**src/paged_mono_framebuffer_engine_core_defines.svh**
```systemverilog
`ifndef PAGED_MONO_FRAMEBUFFER_ENGINE_CORE_DEFINES_SVH
`define PAGED_MONO_FRAMEBUFFER_ENGINE_CORE_DEFINES_SVH

// Same-cycle implication, sampled on the rising clock edge, quiet in reset
`define PMFB_ASSERT(lbl, cond, conseq, msg) \
    lbl: assert property (@(posedge i_clk) disable iff (!i_rst_n) (cond) |-> (conseq)) \
        else $error(msg);

// Next-cycle implication, sampled on the rising clock edge, quiet in reset
`define PMFB_ASSERT_NEXT(lbl, cond, conseq, msg) \
    lbl: assert property (@(posedge i_clk) disable iff (!i_rst_n) (cond) |=> (conseq)) \
        else $error(msg);

`endif

```
**src/pmfb_pkg.sv**
```systemverilog
package pmfb_pkg;

    localparam int COLUMNS_DEF = 128;
    localparam int PAGES_DEF   = 8;

    localparam logic [2:0] ACT_POINT   = 3'd0;
    localparam logic [2:0] ACT_CLEAR   = 3'd1;
    localparam logic [2:0] ACT_INVERT  = 3'd2;
    localparam logic [2:0] ACT_FILL    = 3'd3;
    localparam logic [2:0] ACT_OUTLINE = 3'd4;
    localparam logic [2:0] ACT_BLIT    = 3'd5;
    localparam logic [2:0] ACT_READ    = 3'd6;
    localparam logic [2:0] ACT_INV_ALL = 3'd7;

    // Write-back operation applied to the byte read from the store
    localparam logic [1:0] K_OR   = 2'd0;
    localparam logic [1:0] K_ANDN = 2'd1;
    localparam logic [1:0] K_XOR  = 2'd2;
    localparam logic [1:0] K_READ = 2'd3;

    typedef struct packed {
        logic [2:0] action;
        logic [7:0] x_pos;
        logic [7:0] y_pos;
        logic [7:0] area_width;
        logic [7:0] area_height;
        logic [2:0] band;
        logic [7:0] col_offset;
        logic [7:0] image_byte;
    } t_in_item;

    typedef struct packed {
        logic [7:0] read_data;
        logic       done_res;
    } t_out_item;

    // Bits of one page whose rows fall in the wrapped span top .. top+height-1
    function automatic logic [7:0] f_row_mask(input logic [2:0] page,
                                              input logic [7:0] top,
                                              input logic [7:0] height);
        logic [7:0] m;
        logic [7:0] row;
        logic [7:0] span_off;
        m = 8'h00;
        for (int b = 0; b < 8; b++) begin
            row      = {2'b00, page, 3'(b)};
            span_off = row - top;
            m[b]     = (span_off < height);
        end
        return m;
    endfunction

    // Single bit of one page for one pixel row, zero if the row is elsewhere
    function automatic logic [7:0] f_row_bit(input logic [2:0] page,
                                             input logic [7:0] row);
        logic [7:0] m;
        m = 8'h00;
        if (row[7:3] == {2'b00, page}) begin
            m = 8'h01 << row[2:0];
        end
        return m;
    endfunction

endpackage

```
**src/pmfb_walk.sv**
```systemverilog
`include "paged_mono_framebuffer_engine_core_defines.svh"

module pmfb_walk
    import pmfb_pkg::*;
#(
    parameter int COLUMNS = COLUMNS_DEF,
    parameter int PAGES   = PAGES_DEF
) (
    input  logic            i_clk,
    input  logic            i_rst_n,
    input  logic            i_in_valid,
    output logic            o_in_ready,
    input  t_in_item        i_in_item,
    output logic            o_res_valid,
    input  logic            i_res_ready,
    output t_out_item       o_res,
    output logic            o_mem_re,
    output logic [$clog2(COLUMNS*PAGES)-1:0] o_mem_raddr,
    input  logic [7:0]      i_mem_rdata,
    output logic            o_mem_we,
    output logic [$clog2(COLUMNS*PAGES)-1:0] o_mem_waddr,
    output logic [7:0]      o_mem_wdata
);

    localparam int DEPTH = COLUMNS * PAGES;
    localparam int AW    = $clog2(DEPTH);

    localparam logic [1:0] ST_IDLE = 2'd0;
    localparam logic [1:0] ST_WALK = 2'd1;
    localparam logic [1:0] ST_FIN  = 2'd2;

    logic [1:0]    r_state;
    logic          r_sweep;
    t_in_item      r_item;
    logic [5:0]    r_pg;
    logic [5:0]    r_pg_first;
    logic [5:0]    r_pg_last;
    logic [7:0]    r_ci;
    logic [7:0]    r_ci_last;
    logic          r_rd_hit;
    logic          r_wb_valid;
    logic [1:0]    r_wb_kind;
    logic [7:0]    r_wb_mask;
    logic [AW-1:0] r_wb_addr;

    // set-up of the walk for an item at the input
    logic [5:0] n_pg;
    logic [5:0] n_pg_last;
    logic [7:0] n_ci_last;
    logic       n_empty;

    // current step
    logic [8:0]  s_col;
    logic [7:0]  s_mask;
    logic [1:0]  s_kind;
    logic        s_hit;
    logic [7:0]  s_rows;
    logic [15:0] s_blit;
    logic [7:0]  s_xp;
    logic [7:0]  s_xm;
    logic [7:0]  s_xr;
    logic [7:0]  s_yb;
    logic [15:0] s_addr;

    always_comb begin
        n_pg      = 6'd0;
        n_pg_last = 6'(PAGES - 1);
        n_ci_last = i_in_item.area_width - 8'd1;
        n_empty   = 1'b0;
        case (i_in_item.action)
            ACT_POINT: begin
                n_pg      = {1'b0, i_in_item.y_pos[7:3]};
                n_pg_last = {1'b0, i_in_item.y_pos[7:3]};
                n_ci_last = 8'd0;
            end
            ACT_CLEAR, ACT_INVERT, ACT_FILL: begin
                n_empty = (i_in_item.area_width == 8'd0);
            end
            ACT_OUTLINE: begin
                // zero width: visit column x and the one to its left
                if (i_in_item.area_width == 8'd0) begin
                    n_ci_last = 8'd1;
                end
            end
            ACT_BLIT: begin
                n_pg      = 6'(i_in_item.y_pos[7:3]) + 6'(i_in_item.band);
                n_pg_last = n_pg + ((i_in_item.y_pos[2:0] != 3'd0) ? 6'd1 : 6'd0);
                n_ci_last = 8'd0;
            end
            ACT_READ: begin
                n_pg      = {3'b000, i_in_item.band};
                n_pg_last = {3'b000, i_in_item.band};
                n_ci_last = 8'd0;
            end
            default: begin
                n_ci_last = 8'(COLUMNS - 1);
            end
        endcase
    end

    always_comb begin
        s_rows = f_row_mask(r_pg[2:0], r_item.y_pos, r_item.area_height);
        s_blit = {8'h00, r_item.image_byte} << r_item.y_pos[2:0];
        s_xp   = r_item.x_pos + r_ci;
        s_xm   = r_item.x_pos - r_ci;
        s_xr   = r_item.x_pos + r_item.area_width - 8'd1;
        s_yb   = r_item.y_pos + r_item.area_height - 8'd1;
        s_col  = {1'b0, r_ci};
        s_mask = 8'hFF;
        s_kind = K_XOR;
        if (r_sweep) begin
            s_kind = K_ANDN;
        end else begin
            case (r_item.action)
                ACT_POINT: begin
                    s_col  = {1'b0, r_item.x_pos};
                    s_mask = 8'h01 << r_item.y_pos[2:0];
                    s_kind = K_OR;
                end
                ACT_CLEAR: begin
                    s_col  = {1'b0, s_xp};
                    s_mask = s_rows;
                    s_kind = K_ANDN;
                end
                ACT_INVERT: begin
                    s_col  = {1'b0, s_xp};
                    s_mask = s_rows;
                    s_kind = K_XOR;
                end
                ACT_FILL: begin
                    s_col  = {1'b0, s_xp};
                    s_mask = s_rows;
                    s_kind = K_OR;
                end
                ACT_OUTLINE: begin
                    s_col  = (r_item.area_width == 8'd0) ? {1'b0, s_xm} : {1'b0, s_xp};
                    s_mask = 8'h00;
                    if (r_item.area_width != 8'd0) begin
                        s_mask = f_row_bit(r_pg[2:0], r_item.y_pos)
                               | f_row_bit(r_pg[2:0], s_yb);
                    end
                    if (s_col[7:0] == r_item.x_pos || s_col[7:0] == s_xr) begin
                        s_mask = s_mask | s_rows;
                    end
                    s_kind = K_OR;
                end
                ACT_BLIT: begin
                    s_col  = {1'b0, r_item.x_pos} + {1'b0, r_item.col_offset};
                    s_mask = (r_pg == r_pg_first) ? s_blit[7:0] : s_blit[15:8];
                    s_kind = K_OR;
                end
                ACT_READ: begin
                    s_col  = {1'b0, r_item.x_pos};
                    s_mask = 8'h00;
                    s_kind = K_READ;
                end
                default: begin
                    s_col  = {1'b0, r_ci};
                    s_mask = 8'hFF;
                    s_kind = K_XOR;
                end
            endcase
        end
        s_hit  = (s_col < 9'(COLUMNS)) && (r_pg < 6'(PAGES));
        s_addr = 16'(r_pg[2:0]) * 16'(COLUMNS) + 16'(s_col[7:0]);
    end

    always_ff @(posedge i_clk) begin
        if (!i_rst_n) begin
            // start the clearing pass over the whole store
            r_state    <= ST_WALK;
            r_sweep    <= 1'b1;
            r_pg       <= 6'd0;
            r_pg_first <= 6'd0;
            r_pg_last  <= 6'(PAGES - 1);
            r_ci       <= 8'd0;
            r_ci_last  <= 8'(COLUMNS - 1);
            r_rd_hit   <= 1'b0;
            r_wb_valid <= 1'b0;
        end else begin
            r_wb_valid <= 1'b0;
            case (r_state)
                ST_IDLE: begin
                    if (i_in_valid) begin
                        r_item     <= i_in_item;
                        r_sweep    <= 1'b0;
                        r_rd_hit   <= 1'b0;
                        r_pg       <= n_pg;
                        r_pg_first <= n_pg;
                        r_pg_last  <= n_pg_last;
                        r_ci       <= 8'd0;
                        r_ci_last  <= n_ci_last;
                        r_state    <= n_empty ? ST_FIN : ST_WALK;
                    end
                end
                ST_WALK: begin
                    if (s_hit && s_kind != K_READ) begin
                        r_wb_valid <= 1'b1;
                    end
                    if (s_hit && s_kind == K_READ) begin
                        r_rd_hit <= 1'b1;
                    end
                    r_wb_kind <= s_kind;
                    r_wb_mask <= s_mask;
                    r_wb_addr <= s_addr[AW-1:0];
                    if (r_ci == r_ci_last) begin
                        r_ci <= 8'd0;
                        if (r_pg == r_pg_last) begin
                            r_state <= ST_FIN;
                        end else begin
                            r_pg <= r_pg + 6'd1;
                        end
                    end else begin
                        r_ci <= r_ci + 8'd1;
                    end
                end
                ST_FIN: begin
                    // last write-back lands here; the next item reads only after it
                    if (r_sweep || i_res_ready) begin
                        r_sweep <= 1'b0;
                        r_state <= ST_IDLE;
                    end
                end
                default: begin
                    r_state <= ST_IDLE;
                end
            endcase
        end
    end

    always_comb begin
        case (r_wb_kind)
            K_OR:    o_mem_wdata = i_mem_rdata | r_wb_mask;
            K_ANDN:  o_mem_wdata = i_mem_rdata & ~r_wb_mask;
            K_XOR:   o_mem_wdata = i_mem_rdata ^ r_wb_mask;
            default: o_mem_wdata = i_mem_rdata;
        endcase
    end

    assign o_in_ready  = (r_state == ST_IDLE);
    assign o_mem_re    = (r_state == ST_WALK) && s_hit;
    assign o_mem_raddr = s_addr[AW-1:0];
    assign o_mem_we    = r_wb_valid;
    assign o_mem_waddr = r_wb_addr;

    assign o_res_valid     = (r_state == ST_FIN) && !r_sweep;
    assign o_res.read_data = r_rd_hit ? i_mem_rdata : 8'h00;
    assign o_res.done_res  = 1'b1;

    `PMFB_ASSERT(a_rw_apart, o_mem_we && o_mem_re, o_mem_waddr != o_mem_raddr, "read and write-back hit the same byte")
    `PMFB_ASSERT(a_wb_after_rd, o_mem_we, $past(o_mem_re), "write-back without a preceding read")
    `PMFB_ASSERT(a_idle_quiet, r_state == ST_IDLE, !o_mem_re && !o_mem_we, "store access while idle")
    `PMFB_ASSERT_NEXT(a_fin_hold, o_res_valid && !i_res_ready, r_state == ST_FIN && o_res_valid, "result dropped under stall")

endmodule

```
**config.mk**
```make
export PLATFORM = sky130hd
export DESIGN_NAME = pmfb_walk
export DESIGN_NICKNAME = d
export VERILOG_FILES = /design/src/pmfb_pkg.sv /design/src/pmfb_walk.sv
export VERILOG_INCLUDE_DIRS = /design/src /design/src/src
export SDC_FILE = /design/constraint.sdc
export NUM_CORES = 1
export LEC_CHECK = 0
export BUFFER_PORTS_ARGS = -buffer_cell sky130_fd_sc_hd__buf_2
export CORE_AREA = 2 2 176 126
export CTS_CLUSTER_SIZE = 14
export DETAILED_ROUTE_END_ITERATION = 12
export DIE_AREA = 0 0 178 128
export GPL_TIMING_DRIVEN = 0
export MAX_ROUTING_LAYER = met4
export PLACE_DENSITY = 0.69
export SYNTH_ARGS = -nofsm -noshare
export SYNTH_HDL_FRONTEND = slang
export SYNTH_SLANG_ARGS = --single-unit
```
**constraint.sdc**
```tcl
create_clock -name i_clk -period 4.92 [get_ports i_clk]
set_input_delay 0.246 -clock i_clk [delete_from_list [all_inputs] [get_ports i_clk]]
set_output_delay 0.246 -clock i_clk [all_outputs]
set_load 0.05 [all_outputs]
```
==> run metrics <==
status=completed; main combinational cell family by area after synthesis=compound AO/OA/AOI/OAI gates; mux contribution to synthesized area=3.080%; H-tree depth=3; Syn Area/Cell=between 9 and 10 sq um; final slew viol count=0; CP max stage cell=nor3_1; Yosys cell types=82; mapped cell area=around 0.010 sq mm; Synthesized Nets=1377; RSZ-0062 raised after global routing=false; Least-Margin Pin Slew=1.080 ns; first-pass GRT wire length=44840 microns; WL/cell=18.30 microns; final-stage net count=1494; Power Density=169.1 mW/mm^2; Area Overhead vs Synth=11.64%; Fill cells=roughly 1900; All-Layer GR Usage=26.23%; Achievable Freq=211.9 MHz; DR vias/cell=5.724; DRC errors left=0; Worst Skew=0.01967 ns; most frequent cells after synthesis=145 x ha_1, 115 x inv_1, 83 x a21oi_1, 83 x o21ai_0, 79 x xnor2_1; area leader, netlist=edfxtp_1; period utilisation layout=95.90%; Period minus WS final=4.718 ns; maximum clock path buffer count=2; Synth area leaders=edfxtp_1 20%, ha_1 17%, dfxtp_1 7.5%; die width=178 microns; die area=0.02278 sq mm; post-synthesis compound-gate area fraction=21.10%; Initial Util=49.18%; # Post-CTS Setup Buffers=0; via count=8946; ys async rst share=0%; worst-path fanout max=12; endpoints failing setup=0; CTS tree=built; cts repair resizes=0; Largest stage delay, worst path=~0.69 ns; height of the die=128 microns; WP data required=5.09 ns; max_slew headroom=27.86%; initial antenna violation count=0; clock root cell=clkbuf_16; CP Capture Type=flip-flop; Hold/Removal Path Class=input port to flip-flop; Ys Warns=0; max cap viols=0; Final Hold Viols=0; detailed router's first-iteration violation count=around 900; Worst EP arrival=between 4 and 5 ns; CTS Hold Buffers Added=0; core box area=0.02123 sq mm; worst-skew pair later-pin latency=0.37 ns; Worst VDD drop=0.1610 mV; Simple-Gate Fraction of Synth Area=12.91%; kind of critical path=flip-flop to flip-flop; drt first pass iters=5; Cells after Synth=around 1200; TritonCTS sink count=110; register bit total from synthesis=110; number of cell rows=45; Placer Congestion=0.9772; Setup TNS=0 ns; clock transition at the registers of the reported paths=~0.090 ns; DP HPWL=between 20000 and 25000 microns; register area share after synthesis=27.90%; CTS Buf Count=9; Adder-Cell Fraction of Synth Area=18.91%; port bufs=roughly 110; predominant post-synthesis flop cell=edfxtp_1; Synth top area share=20.42%; Post-synth EDFFs=71; largest net degree at the start of global routing=27; share of layout cells above drive strength 1=12.97%; antenna-violating nets left=0; Core Util, Final=54.91%; vias in the first global route=8216; CP Launch Type=flip-flop; # IOs=107; Synth Area in XOR/XNOR=slightly below 10%; Total Wirelength=28610 microns; grt ovf=0; Leakage=5.118 nW; critical path cell sequence=clkbuf_1 > clkinvlp_4 > ha_1 > inv_1 > ha_1 > fa_1 > a21o_1 > a21oi_1 > o31ai_1 > xnor2_1 > nor3_1 > a22oi_1 > o221a_2 > o31ai_1; top-count cell post-synth=ha_1
[layout make-up]
type	count	area [sq um]	area share (%)
Antenna cell	1	2.502	0.02147
Buffer	51	221.5	1.900
Clock buffer	9	225.2	1.932
Clock inverter	7	77.57	0.6656
Inverter	118	446.7	3.833
Multi-Input combinational cell	879	6870	58.95
Sequential cell	110	2913	24.99
Tap cell	282	352.8	3.027
Timing Repair Buffer	106	545.5	4.681
[layer usage]
metal	up-vias	part of all wire [%]	track usage, %
li1	4390	-	-
met1	4173	51	40.12
met2	364	39	35.13
met3	19	8.9	5.635
met4	0	1.0	4.966
met5	-	0	-
[layout by cell type (no fill, tap or decap), types with 9 or more instances in the layout]
cell type	Yosys	layout
ha_1	145	145
xnor2_1	79	79
nand2b_1	11	11
o21ai_0	83	83
nand2_1	71	71
and2_1	20	20
and3_1	13	12
inv_1	115	115
buf_2	2	107
nor2_1	41	41
edfxtp_1	71	71
dfxtp_1	39	39
clkbuf_1	42	42
a21boi_0	9	9
nand3_1	17	17
o21bai_1	10	10
clkbuf_16	0	9
a21o_1	29	29
a31oi_1	16	16
xor2_1	34	34
a22oi_1	13	13
a21oi_1	83	83
nor2b_1	22	22
nor3_1	20	20
[cell families after synthesis]
family / count (synthesis)
muxes: 21
AOI/OAI and AO/OA: 331
other: 1
and+or+nand+nor: 259
DFF: 110
adders and majority gates: 153
xor gates and xnor gates: 114
buffers and inverters: 169
[power breakdown]
group          internal [W]  switching (W)
Combinational     0.0000812       0.000137
Sequential         0.000986     0.00000672
Clock              0.000362       0.000398
[metrics by stage]
step	instance area (sq um)	setup WS [ns]	hold slack (ns)	power (W)	std cells
after floorplan	10440	1.211	0.3449	0.001149	1158
after global placement	11320	0.05959	0.4228	0.001226	1545
after detailed placement	11340	0.06001	0.4243	0.001230	1546
after CTS	11640	0.004368	0.03859	0.001977	1562
after global routing	11650	0.01442	0.03538	0.002031	1562
final	11650	0.2017	0.03848	0.001971	1563
[state kept, by name, indices dropped and copies added, names as in the netlist]
name and flops:
r_ci 8, r_pg_last 6, r_wb_mask 8, r_rd_hit 1, r_state 2, r_pg 6
r_wb_kind 2, r_sweep 1, r_ci_last 8, o_mem_waddr 10, o_mem_we 1, r_item 51
r_pg_first 6
[worst max-delay path, delay by kind of cell (launching register included)]
kind / cells / cell delay [ns]
and+or+nand+nor: 1 / 0.69
buffers and inverters: 3 / 0.77
xor gates and xnor gates: 1 / 0.17
DFF: 1 / 0.60
AOI/OAI and AO/OA: 6 / 1.10
adders and majority gates: 3 / 1.19
[final timing paths]
kind	depth (start not counted)	endpoint	slack, ns	start
worst max-delay path	14	r_wb_mask[2]	0.20	r_item[36]
worst min-delay path	1	r_item[45]	0.04	i_in_item[45]
worst max register to register	14	r_wb_mask[2]	0.20	r_item[36]
worst min register to register	2	r_pg_first[5]	0.48	r_pg_first[5]
No activity file was read; power rests on OpenSTA's default activity.
